<file path="src/design/rgbhsl_pkg.sv">
`timescale 1ns / 1ps
// ----------------------------------------------------------------------------
// rgbhsl_pkg
// Types and fixed widths shared by the RGB888 to HSL converter.
// ----------------------------------------------------------------------------
package rgbhsl_pkg;

  // Width of one colour channel and of each result field.
  localparam int CH_W   = 8;
  // Quotient width of both dividers; every result is below 256.
  localparam int Q_W    = 8;
  // Hue division: 255*n with n below 1530, divisor 6*d up to 1530.
  localparam int HNUM_W = 19;
  localparam int HDEN_W = 11;
  // Saturation division: 255*d up to 65025, divisor up to 256.
  localparam int SNUM_W = 16;
  localparam int SDEN_W = 9;
  // Channel sum M+m, up to 510.
  localparam int SUM_W  = 9;

  // Input word: one pixel.
  typedef struct packed {
    logic [CH_W-1:0] red;
    logic [CH_W-1:0] green;
    logic [CH_W-1:0] blue;
  } pix_in_t;

  // Result word: one HSL triple.
  typedef struct packed {
    logic [CH_W-1:0] hue;
    logic [CH_W-1:0] saturation;
    logic [CH_W-1:0] lightness;
  } pix_out_t;

  // Operands handed to the divider pipeline for one pixel.
  typedef struct packed {
    logic [HNUM_W-1:0] hnum;
    logic [HDEN_W-1:0] hden;
    logic [SNUM_W-1:0] snum;
    logic [SDEN_W-1:0] sden;
    logic [CH_W-1:0]   lig;
  } div_job_t;

endpackage

</file>
<file path="src/design/rgbhsl_div_pipe.sv">
`timescale 1ns / 1ps
// ----------------------------------------------------------------------------
// rgbhsl_div_pipe
// Pipelined restoring divider pair: one quotient bit of the hue and of the
// saturation division per stage, Q_W stages, one job entering every cycle.
// ----------------------------------------------------------------------------
module rgbhsl_div_pipe
  import rgbhsl_pkg::*;
(
  input  logic     clk,
  input  logic     rst_n,
  input  logic     job_valid,
  input  div_job_t job,
  output logic     res_valid,
  output pix_out_t res
);

  // Stage registers; index j holds a job that has finished j steps.
  logic              v_r    [1:Q_W];
  logic [HNUM_W-1:0] hrem_r [1:Q_W];
  logic [HDEN_W-1:0] hden_r [1:Q_W];
  logic [SNUM_W-1:0] srem_r [1:Q_W];
  logic [SDEN_W-1:0] sden_r [1:Q_W];
  logic [Q_W-1:0]    hq_r   [1:Q_W];
  logic [Q_W-1:0]    sq_r   [1:Q_W];
  logic [CH_W-1:0]   lig_r  [1:Q_W];

  // Step inputs: the incoming job for step 0, the stage register after that.
  logic              v_s    [0:Q_W-1];
  logic [HNUM_W-1:0] hrem_s [0:Q_W-1];
  logic [HDEN_W-1:0] hden_s [0:Q_W-1];
  logic [SNUM_W-1:0] srem_s [0:Q_W-1];
  logic [SDEN_W-1:0] sden_s [0:Q_W-1];
  logic [Q_W-1:0]    hq_s   [0:Q_W-1];
  logic [Q_W-1:0]    sq_s   [0:Q_W-1];
  logic [CH_W-1:0]   lig_s  [0:Q_W-1];

  logic [HNUM_W-1:0] hrem_nxt [1:Q_W];
  logic [SNUM_W-1:0] srem_nxt [1:Q_W];
  logic [Q_W-1:0]    hq_nxt   [1:Q_W];
  logic [Q_W-1:0]    sq_nxt   [1:Q_W];

  // The first step works on the job itself, later steps on the stage before.
  always_comb begin
    v_s[0]    = job_valid;
    hrem_s[0] = job.hnum;
    hden_s[0] = job.hden;
    srem_s[0] = job.snum;
    sden_s[0] = job.sden;
    hq_s[0]   = '0;
    sq_s[0]   = '0;
    lig_s[0]  = job.lig;
    for (int j = 1; j < Q_W; j++) begin
      v_s[j]    = v_r[j];
      hrem_s[j] = hrem_r[j];
      hden_s[j] = hden_r[j];
      srem_s[j] = srem_r[j];
      sden_s[j] = sden_r[j];
      hq_s[j]   = hq_r[j];
      sq_s[j]   = sq_r[j];
      lig_s[j]  = lig_r[j];
    end
  end

  // One compare and subtract per stage; stage j settles quotient bit Q_W-1-j.
  always_comb begin
    logic [HNUM_W-1:0] hsub;
    logic [SNUM_W-1:0] ssub;
    logic              hbit;
    logic              sbit;
    for (int j = 0; j < Q_W; j++) begin
      hsub = HNUM_W'(hden_s[j]) << (Q_W - 1 - j);
      ssub = SNUM_W'(sden_s[j]) << (Q_W - 1 - j);
      hbit = (hrem_s[j] >= hsub);
      sbit = (srem_s[j] >= ssub);
      hrem_nxt[j+1] = hbit ? (hrem_s[j] - hsub) : hrem_s[j];
      srem_nxt[j+1] = sbit ? (srem_s[j] - ssub) : srem_s[j];
      hq_nxt[j+1]   = {hq_s[j][Q_W-2:0], hbit};
      sq_nxt[j+1]   = {sq_s[j][Q_W-2:0], sbit};
    end
  end

  // Valid bits travel with the data; only they are reset.
  always_ff @(posedge clk) begin
    for (int j = 1; j <= Q_W; j++) begin
      if (!rst_n) begin
        v_r[j] <= 1'b0;
      end else begin
        v_r[j] <= v_s[j-1];
      end
      hrem_r[j] <= hrem_nxt[j];
      srem_r[j] <= srem_nxt[j];
      hq_r[j]   <= hq_nxt[j];
      sq_r[j]   <= sq_nxt[j];
      hden_r[j] <= hden_s[j-1];
      sden_r[j] <= sden_s[j-1];
      lig_r[j]  <= lig_s[j-1];
    end
  end

  assign res_valid      = v_r[Q_W];
  assign res.hue        = hq_r[Q_W];
  assign res.saturation = sq_r[Q_W];
  assign res.lightness  = lig_r[Q_W];

  // The hue quotient fitted in Q_W bits: the final remainder is below the divisor.
  a_hue_rem : assert property (@(posedge clk) disable iff (!rst_n)
    v_r[Q_W] |-> (hrem_r[Q_W] < HNUM_W'(hden_r[Q_W])))
    else $error("hue remainder not below divisor");

  // Likewise for the saturation quotient.
  a_sat_rem : assert property (@(posedge clk) disable iff (!rst_n)
    v_r[Q_W] |-> (srem_r[Q_W] < SNUM_W'(sden_r[Q_W])))
    else $error("saturation remainder not below divisor");

  // A job in the last step reaches the output in the following cycle.
  a_valid_flow : assert property (@(posedge clk) disable iff (!rst_n)
    $past(rst_n) |-> (v_r[Q_W] == $past(v_r[Q_W-1])))
    else $error("valid bit lost or invented in divider pipeline");

endmodule

</file>
<file path="src/design/rgb888_to_hsl_converter.sv">
`timescale 1ns / 1ps
// ----------------------------------------------------------------------------
// rgb888_to_hsl_converter
// Converts one RGB888 pixel into an 8-bit hue, saturation and lightness word.
// ----------------------------------------------------------------------------
//  Channel  Ports                       Handshake
//  input    start, busy, in_pixel       word taken when start and not busy
//  result   out_strobe, out_pixel       word valid for the one strobed cycle
//
// A pixel can be taken on every clock cycle; busy is held low.
// A word passes through an input register, three operand stages and one stage
// per quotient bit of the divider pair, twelve stages in all; the result
// strobe is the valid bit of the last stage.
// Synchronous reset clears the valid bits only; words in flight are dropped.
// The receiver cannot stall, so no stage ever holds.
// ----------------------------------------------------------------------------
module rgb888_to_hsl_converter
  import rgbhsl_pkg::*;
(
  input  logic     clk,
  input  logic     rst_n,
  input  logic     start,
  output logic     busy,
  input  pix_in_t  in_pixel,
  output logic     out_strobe,
  output pix_out_t out_pixel
);

  logic accept;

  // Stage 1: input register.
  logic    v1_r;
  pix_in_t pix1_r;

  // Stage 2: extremes and the winning channel.
  logic            v2_r;
  pix_in_t         pix2_r;
  logic [CH_W-1:0] hi2_r, lo2_r;
  logic            rmax2_r, gmax2_r;
  logic [CH_W-1:0] hi2_nxt, lo2_nxt;

  // Stage 3: difference, sum, hue offset, saturation divisor, lightness.
  logic              v3_r;
  logic [CH_W-1:0]   d3_r, lig3_r;
  logic [HDEN_W-1:0] n3_r;
  logic [SDEN_W-1:0] den3_r;
  logic [CH_W-1:0]   d3_nxt, lig3_nxt;
  logic [HDEN_W-1:0] n3_nxt, d3w;
  logic [SDEN_W-1:0] den3_nxt;
  logic [SUM_W-1:0]  sum3;
  logic [SUM_W+7:0]  lprod3;

  // Stage 4: divider operands.
  logic     v4_r;
  div_job_t job4_r, job4_nxt;

  assign busy   = 1'b0;
  assign accept = start && !busy;

  // Take the incoming word.
  always_ff @(posedge clk) begin
    if (!rst_n) begin
      v1_r <= 1'b0;
    end else begin
      v1_r <= accept;
    end
    pix1_r <= in_pixel;
  end

  // Largest and smallest channel.
  always_comb begin
    hi2_nxt = pix1_r.red;
    if (pix1_r.green > hi2_nxt) hi2_nxt = pix1_r.green;
    if (pix1_r.blue  > hi2_nxt) hi2_nxt = pix1_r.blue;
    lo2_nxt = pix1_r.red;
    if (pix1_r.green < lo2_nxt) lo2_nxt = pix1_r.green;
    if (pix1_r.blue  < lo2_nxt) lo2_nxt = pix1_r.blue;
  end

  always_ff @(posedge clk) begin
    if (!rst_n) begin
      v2_r <= 1'b0;
    end else begin
      v2_r <= v1_r;
    end
    pix2_r  <= pix1_r;
    hi2_r   <= hi2_nxt;
    lo2_r   <= lo2_nxt;
    rmax2_r <= (pix1_r.red == hi2_nxt);
    gmax2_r <= (pix1_r.green == hi2_nxt);
  end

  // Hue offset by winning channel; red wins ties, then green.
  always_comb begin
    d3_nxt = hi2_r - lo2_r;
    d3w    = HDEN_W'(d3_nxt);
    sum3   = SUM_W'(hi2_r) + SUM_W'(lo2_r);
    if (rmax2_r) begin
      if (pix2_r.green >= pix2_r.blue) begin
        n3_nxt = HDEN_W'(pix2_r.green) - HDEN_W'(pix2_r.blue);
      end else begin
        n3_nxt = (d3w << 2) + (d3w << 1) - (HDEN_W'(pix2_r.blue) - HDEN_W'(pix2_r.green));
      end
    end else if (gmax2_r) begin
      n3_nxt = (d3w << 1) + HDEN_W'(pix2_r.blue) - HDEN_W'(pix2_r.red);
    end else begin
      n3_nxt = (d3w << 2) + HDEN_W'(pix2_r.red) - HDEN_W'(pix2_r.green);
    end
    // Divisor is the sum in the dark half and 512 minus the sum in the light half.
    if (sum3 < SUM_W'(256)) begin
      den3_nxt = sum3;
    end else begin
      den3_nxt = SDEN_W'(10'd512 - {1'b0, sum3});
    end
    // Lightness: 255*M/256 for grey, 255*(M+m)/512 otherwise.
    lprod3 = {sum3, 8'd0} - (SUM_W + 8)'(sum3);
    if (d3_nxt == '0) begin
      lig3_nxt = (hi2_r == '0) ? '0 : hi2_r - CH_W'(1);
    end else begin
      lig3_nxt = lprod3[SUM_W+7:9];
    end
  end

  always_ff @(posedge clk) begin
    if (!rst_n) begin
      v3_r <= 1'b0;
    end else begin
      v3_r <= v2_r;
    end
    d3_r   <= d3_nxt;
    n3_r   <= n3_nxt;
    den3_r <= den3_nxt;
    lig3_r <= lig3_nxt;
  end

  // Scale numerators by 255 and form 6*d; grey pixels divide zero by one.
  always_comb begin
    job4_nxt.lig = lig3_r;
    if (d3_r == '0) begin
      job4_nxt.hnum = '0;
      job4_nxt.hden = HDEN_W'(1);
      job4_nxt.snum = '0;
      job4_nxt.sden = SDEN_W'(1);
    end else begin
      job4_nxt.hnum = (HNUM_W'(n3_r) << 8) - HNUM_W'(n3_r);
      job4_nxt.hden = (HDEN_W'(d3_r) << 2) + (HDEN_W'(d3_r) << 1);
      job4_nxt.snum = (SNUM_W'(d3_r) << 8) - SNUM_W'(d3_r);
      job4_nxt.sden = den3_r;
    end
  end

  always_ff @(posedge clk) begin
    if (!rst_n) begin
      v4_r <= 1'b0;
    end else begin
      v4_r <= v3_r;
    end
    job4_r <= job4_nxt;
  end

  // Bit-per-stage division of hue and saturation.
  rgbhsl_div_pipe u_div (
    .clk       (clk),
    .rst_n     (rst_n),
    .job_valid (v4_r),
    .job       (job4_r),
    .res_valid (out_strobe),
    .res       (out_pixel)
  );

endmodule

</file>
<file path="config.mk">
export PLATFORM = sky130hd
export DESIGN_NAME = rgb888_to_hsl_converter
export DESIGN_NICKNAME = d
export VERILOG_FILES = /design/src/design/rgbhsl_pkg.sv /design/src/design/rgbhsl_div_pipe.sv /design/src/design/rgb888_to_hsl_converter.sv
export SDC_FILE = /design/constraint.sdc
export NUM_CORES = 1
export LEC_CHECK = 0
export ABC_AREA = 1
export BUFFER_PORTS_ARGS = -buffer_cell sky130_fd_sc_hd__clkbuf_2
export CAP_MARGIN = 40
export CORE_AREA = 2 2 247 249
export CTS_CLUSTER_DIAMETER = 50
export DETAILED_ROUTE_END_ITERATION = 10
export DIE_AREA = 0 0 249 251
export PLACE_DENSITY = 0.82
export SYNTH_ARGS = -nofsm -noshare
export SYNTH_HDL_FRONTEND = slang
export SYNTH_HIERARCHICAL = 1
export SYNTH_SLANG_ARGS = --single-unit
</file>
<file path="constraint.sdc">
create_clock -name clk -period 3.89 [get_ports clk]
set_clock_uncertainty 0.05 [all_clocks]
set_input_delay 0.389 -clock clk [delete_from_list [all_inputs] [get_ports clk]]
set_output_delay 0.389 -clock clk [all_outputs]
set_load 0.02 [all_outputs]
</file>
==> summary.md <==
| Metric | Value |
|---|---|
| R2R cell count | 19 |
| # rows | 90 |
| Final cell area excluding filler cells | 0.0370 mm^2 |
| # fillers | 5144 |
| Total track usage | 22.4% |
| First-pass GRT wire length | 117000 um |
| Most frequent cells in the layout | nand2_1 (1039), dfxtp_1 (691), inv_1 (649) |
| Cells after Synth | 4150 |
| Synth Flop Type | dfxtp_1 |
| Worst min path class | primary input to flip-flop |
| Max_cap viols | 0 |
| H-Tree Depth | 3 |
| Max FO, Critical Path | 4 |
| Initial antenna violation count | 0 |
| Fin crit share | 95.7% |
| Cell Area, Synth | 0.0327 mm^2 |
| CTS buffer count | 77 |
| EDFF count, synth | 0 |
| Diode count | 0 |
| First-pass DRT Iterations | 6 |
| Final nets | 4630 |
| Hold Startpoint | rst_n |
| Min Clock Period, post-route | 3720 ps |
| Total length of routed wires | 69700 um |
| Die Ht | 251 um |
| Slowest stage delay, CP | 490 ps |
| Met1 Wirelength | 28700 um |
| Die Span X | 249 um |
| HPWL after detailed placement | 53600 um |
| Vias in the first global route | 25778 |
| CP max-delay cell | fa_1 |
| Finished Core Util | 61.9% |
| Max-Slew Margin vs Limit | 49.3% |
| Pre-CTS setup slack | -47.7 ps |
| Hold WS | 69.5 ps |
| Yosys cell types | 60 |
| CTS Root Cell | clkbuf_16 |
| Met2 wire length | 35700 um |
| DRC viols | 0 |
| Longest Clk Path Bufs | 3 |
| Avg WL per Cell | 13.6 um |
| Die footprint | 0.0625 mm^2 |
| Crit end category | flip-flop |
| Metal3 WL | 2640 um |
| Critical path cell sequence | inv_1 > ha_1 > inv_1 > fa_2 > a221o_1 > xor2_1 > fa_1 > inv_1 > ha_4 > a21oi_1 > nand2_1 > a21oi_2 > o21ai_1 > and2_1 > o21ai_2 > nand2_1 > xnor2_1 > o21a_1 > a31oi_1 |
| I/O Pins | 53 |
| Final setup fails | 0 |
| Synth warn | 6 |
| DR vias | 25970 |
| Max Used Layer | met4 |
| Largest net degree at the start of global routing | 37 |
| Sequential cell area | 0.0139 mm^2 |
| Final worst slack | 168 ps |
| Req. time, crit path | 4380 ps |
| Crit path launch type | flip-flop |
| Fraction of layout cells with a size suffix above 1 | 7.97% |
| Port bufs | 51 |
| Async SR Flop Fraction | 0% |
| Area occupied by multi-input gates | 0.0160 mm^2 |
| Hold path cells | 3 |
| Reg-to-reg critical path startpoint | pix2_r[0] |
| Worst-margin pin slew | 753 ps |
| #FFs+latches synth | 695 |
| R2r endpoint | n3_r[9] |
| Routability-driven placement congestion ratio | 0.923 |
| Area growth from synthesis to layout | 13.4% |
| Status | complete, no violations |
| Initial DRC count | 1603 |
| Post-route ant nets | 0 |
| Max Fclk | 0.269 GHz |
| Max-slew violations | 0 |
| Clock sink count | 695 |
| Crit path kind | flip-flop to flip-flop |
| Register-to-register setup slack | 170 ps |
| Worst skew pair latency | 620 ps |
| Worst-path clk slew | 60 ps |
| Post-DP Area | 0.0338 mm^2 |
| CTS tree | done |
| Final hold violations | 0 |
| Initial Util | 54.6% |
| Register area share after synthesis | 42.6% |
| Syn avg cell area | 7.87 um^2 |
| Most common cell after layout, fill and taps aside | nand2_1 |
| Critical path arrival | 4210 ps |
| Via density | 5.06 |
| CP dominant cell by count | inv_1 |
| GR Overflow Total | 0 |
| Core Area | 0.0598 mm^2 |
| Post-Synthesis Net Count | 4490 |
| RSZ-0062 raised after global routing | yes |
| Hold EP | u_div/v_r[0][7] |
## per-layer routing
metal / vias up / global-route usage [%]
li1: 13446 / -
met1: 11754 / 24.8
met2: 587 / 42.4
met3: 183 / 3.16
met4: 0 / 9.63
met5: - / 0
## critical path, delay by kind of cell, from the launching register on
family | cells | cell delay (ps)
buf+inv | 3 | 190
compound gates | 7 | 1190
fa+ha+maj | 4 | 1270
flops | 1 | 310
xor+xnor | 2 | 290
simple gates | 3 | 360
## flip-flops by register name, indices dropped and copies added (netlist names)
name / cells
d3_r: 7
den3_r: 9
gmax2_r: 1
hi2_r: 8
job4_r: 61
lig3_r: 8
lo2_r: 8
n3_r: 11
pix1_r: 24
pix2_r: 24
rmax2_r: 1
u_div/hden_r: 77
u_div/hq_r: 36
u_div/hrem_r: 133
u_div/lig_r: 64
u_div/sden_r: 63
u_div/sq_r: 36
u_div/srem_r: 112
u_div/v_r: 8
v1_r: 1
v2_r: 1
v3_r: 1
v4_r: 1
## cell families after synthesis
logic type                 Yosys count  synth area share [%]
and+or+nand+nor                   1786                  23.2
adders and majority gates          313                  13.0
buffers and inverters              719                  8.84
DFF                                695                  42.6
other                                1                0.0115
xor gates and xnor gates           140                  3.76
AOI/OAI and AO/OA                  496                  8.57
## stage by stage
step / setup TNS, ps / std cells
after detailed placement: -90.1 / 4967
after CTS: 0 / 5134
final: 0 / 5135
after global placement: 0 / 4966
after global routing: -141 / 5135
after floorplan: 0 / 4150
## what timing repair did
item	in CTS	in global routing
pin swaps	1	14
endpoints found under the setup margin	2	8
endpoints found under the hold margin	25	0
gates resized for setup	3	38
hold buffers	25	0
buffers inserted	0	1
## worst max path at each step
stage,from,end,slack (ps),depth (start not counted)
2_1_floorplan,hi2_r[0],n3_r[10],210,22
3_3_place_gp,pix2_r[0],n3_r[9],60,19
3_5_place_dp,hi2_r[0],n3_r[10],-50,22
4_1_cts,hi2_r[0],n3_r[10],10,22
5_1_grt,pix2_r[0],n3_r[9],-90,19
6_report,pix2_r[0],n3_r[9],170,19
## cell usage after synthesis (18+ instances only)
cell type	count	share of area (%)
nand3_1	227	3.5
a21oi_1	215	3.3
inv_1	652	7.5
nand3b_1	18	0.41
nor2_1	315	3.6
dfxtp_1	695	43
xor2_1	100	2.7
o21ai_1	29	0.44
nor3_1	43	0.66
o21ai_0	144	2.2
nand2_1	1039	12
nand4_1	69	1.3
xnor2_1	40	1.1
ha_1	270	10
fa_1	43	2.6
## layout make-up
cell class	count	area share (%)
Sequential cell	695	37.6
Clock buffer	94	5.68
Tap cell	782	2.64
Clock inverter	48	2.01
Inverter	666	6.76
Timing Repair Buffer	114	2.15
Multi-Input combinational cell	2736	43.2
Power is not shown: default switching activity piles up to over one toggle a cycle in this logic, so the estimate is an artifact.
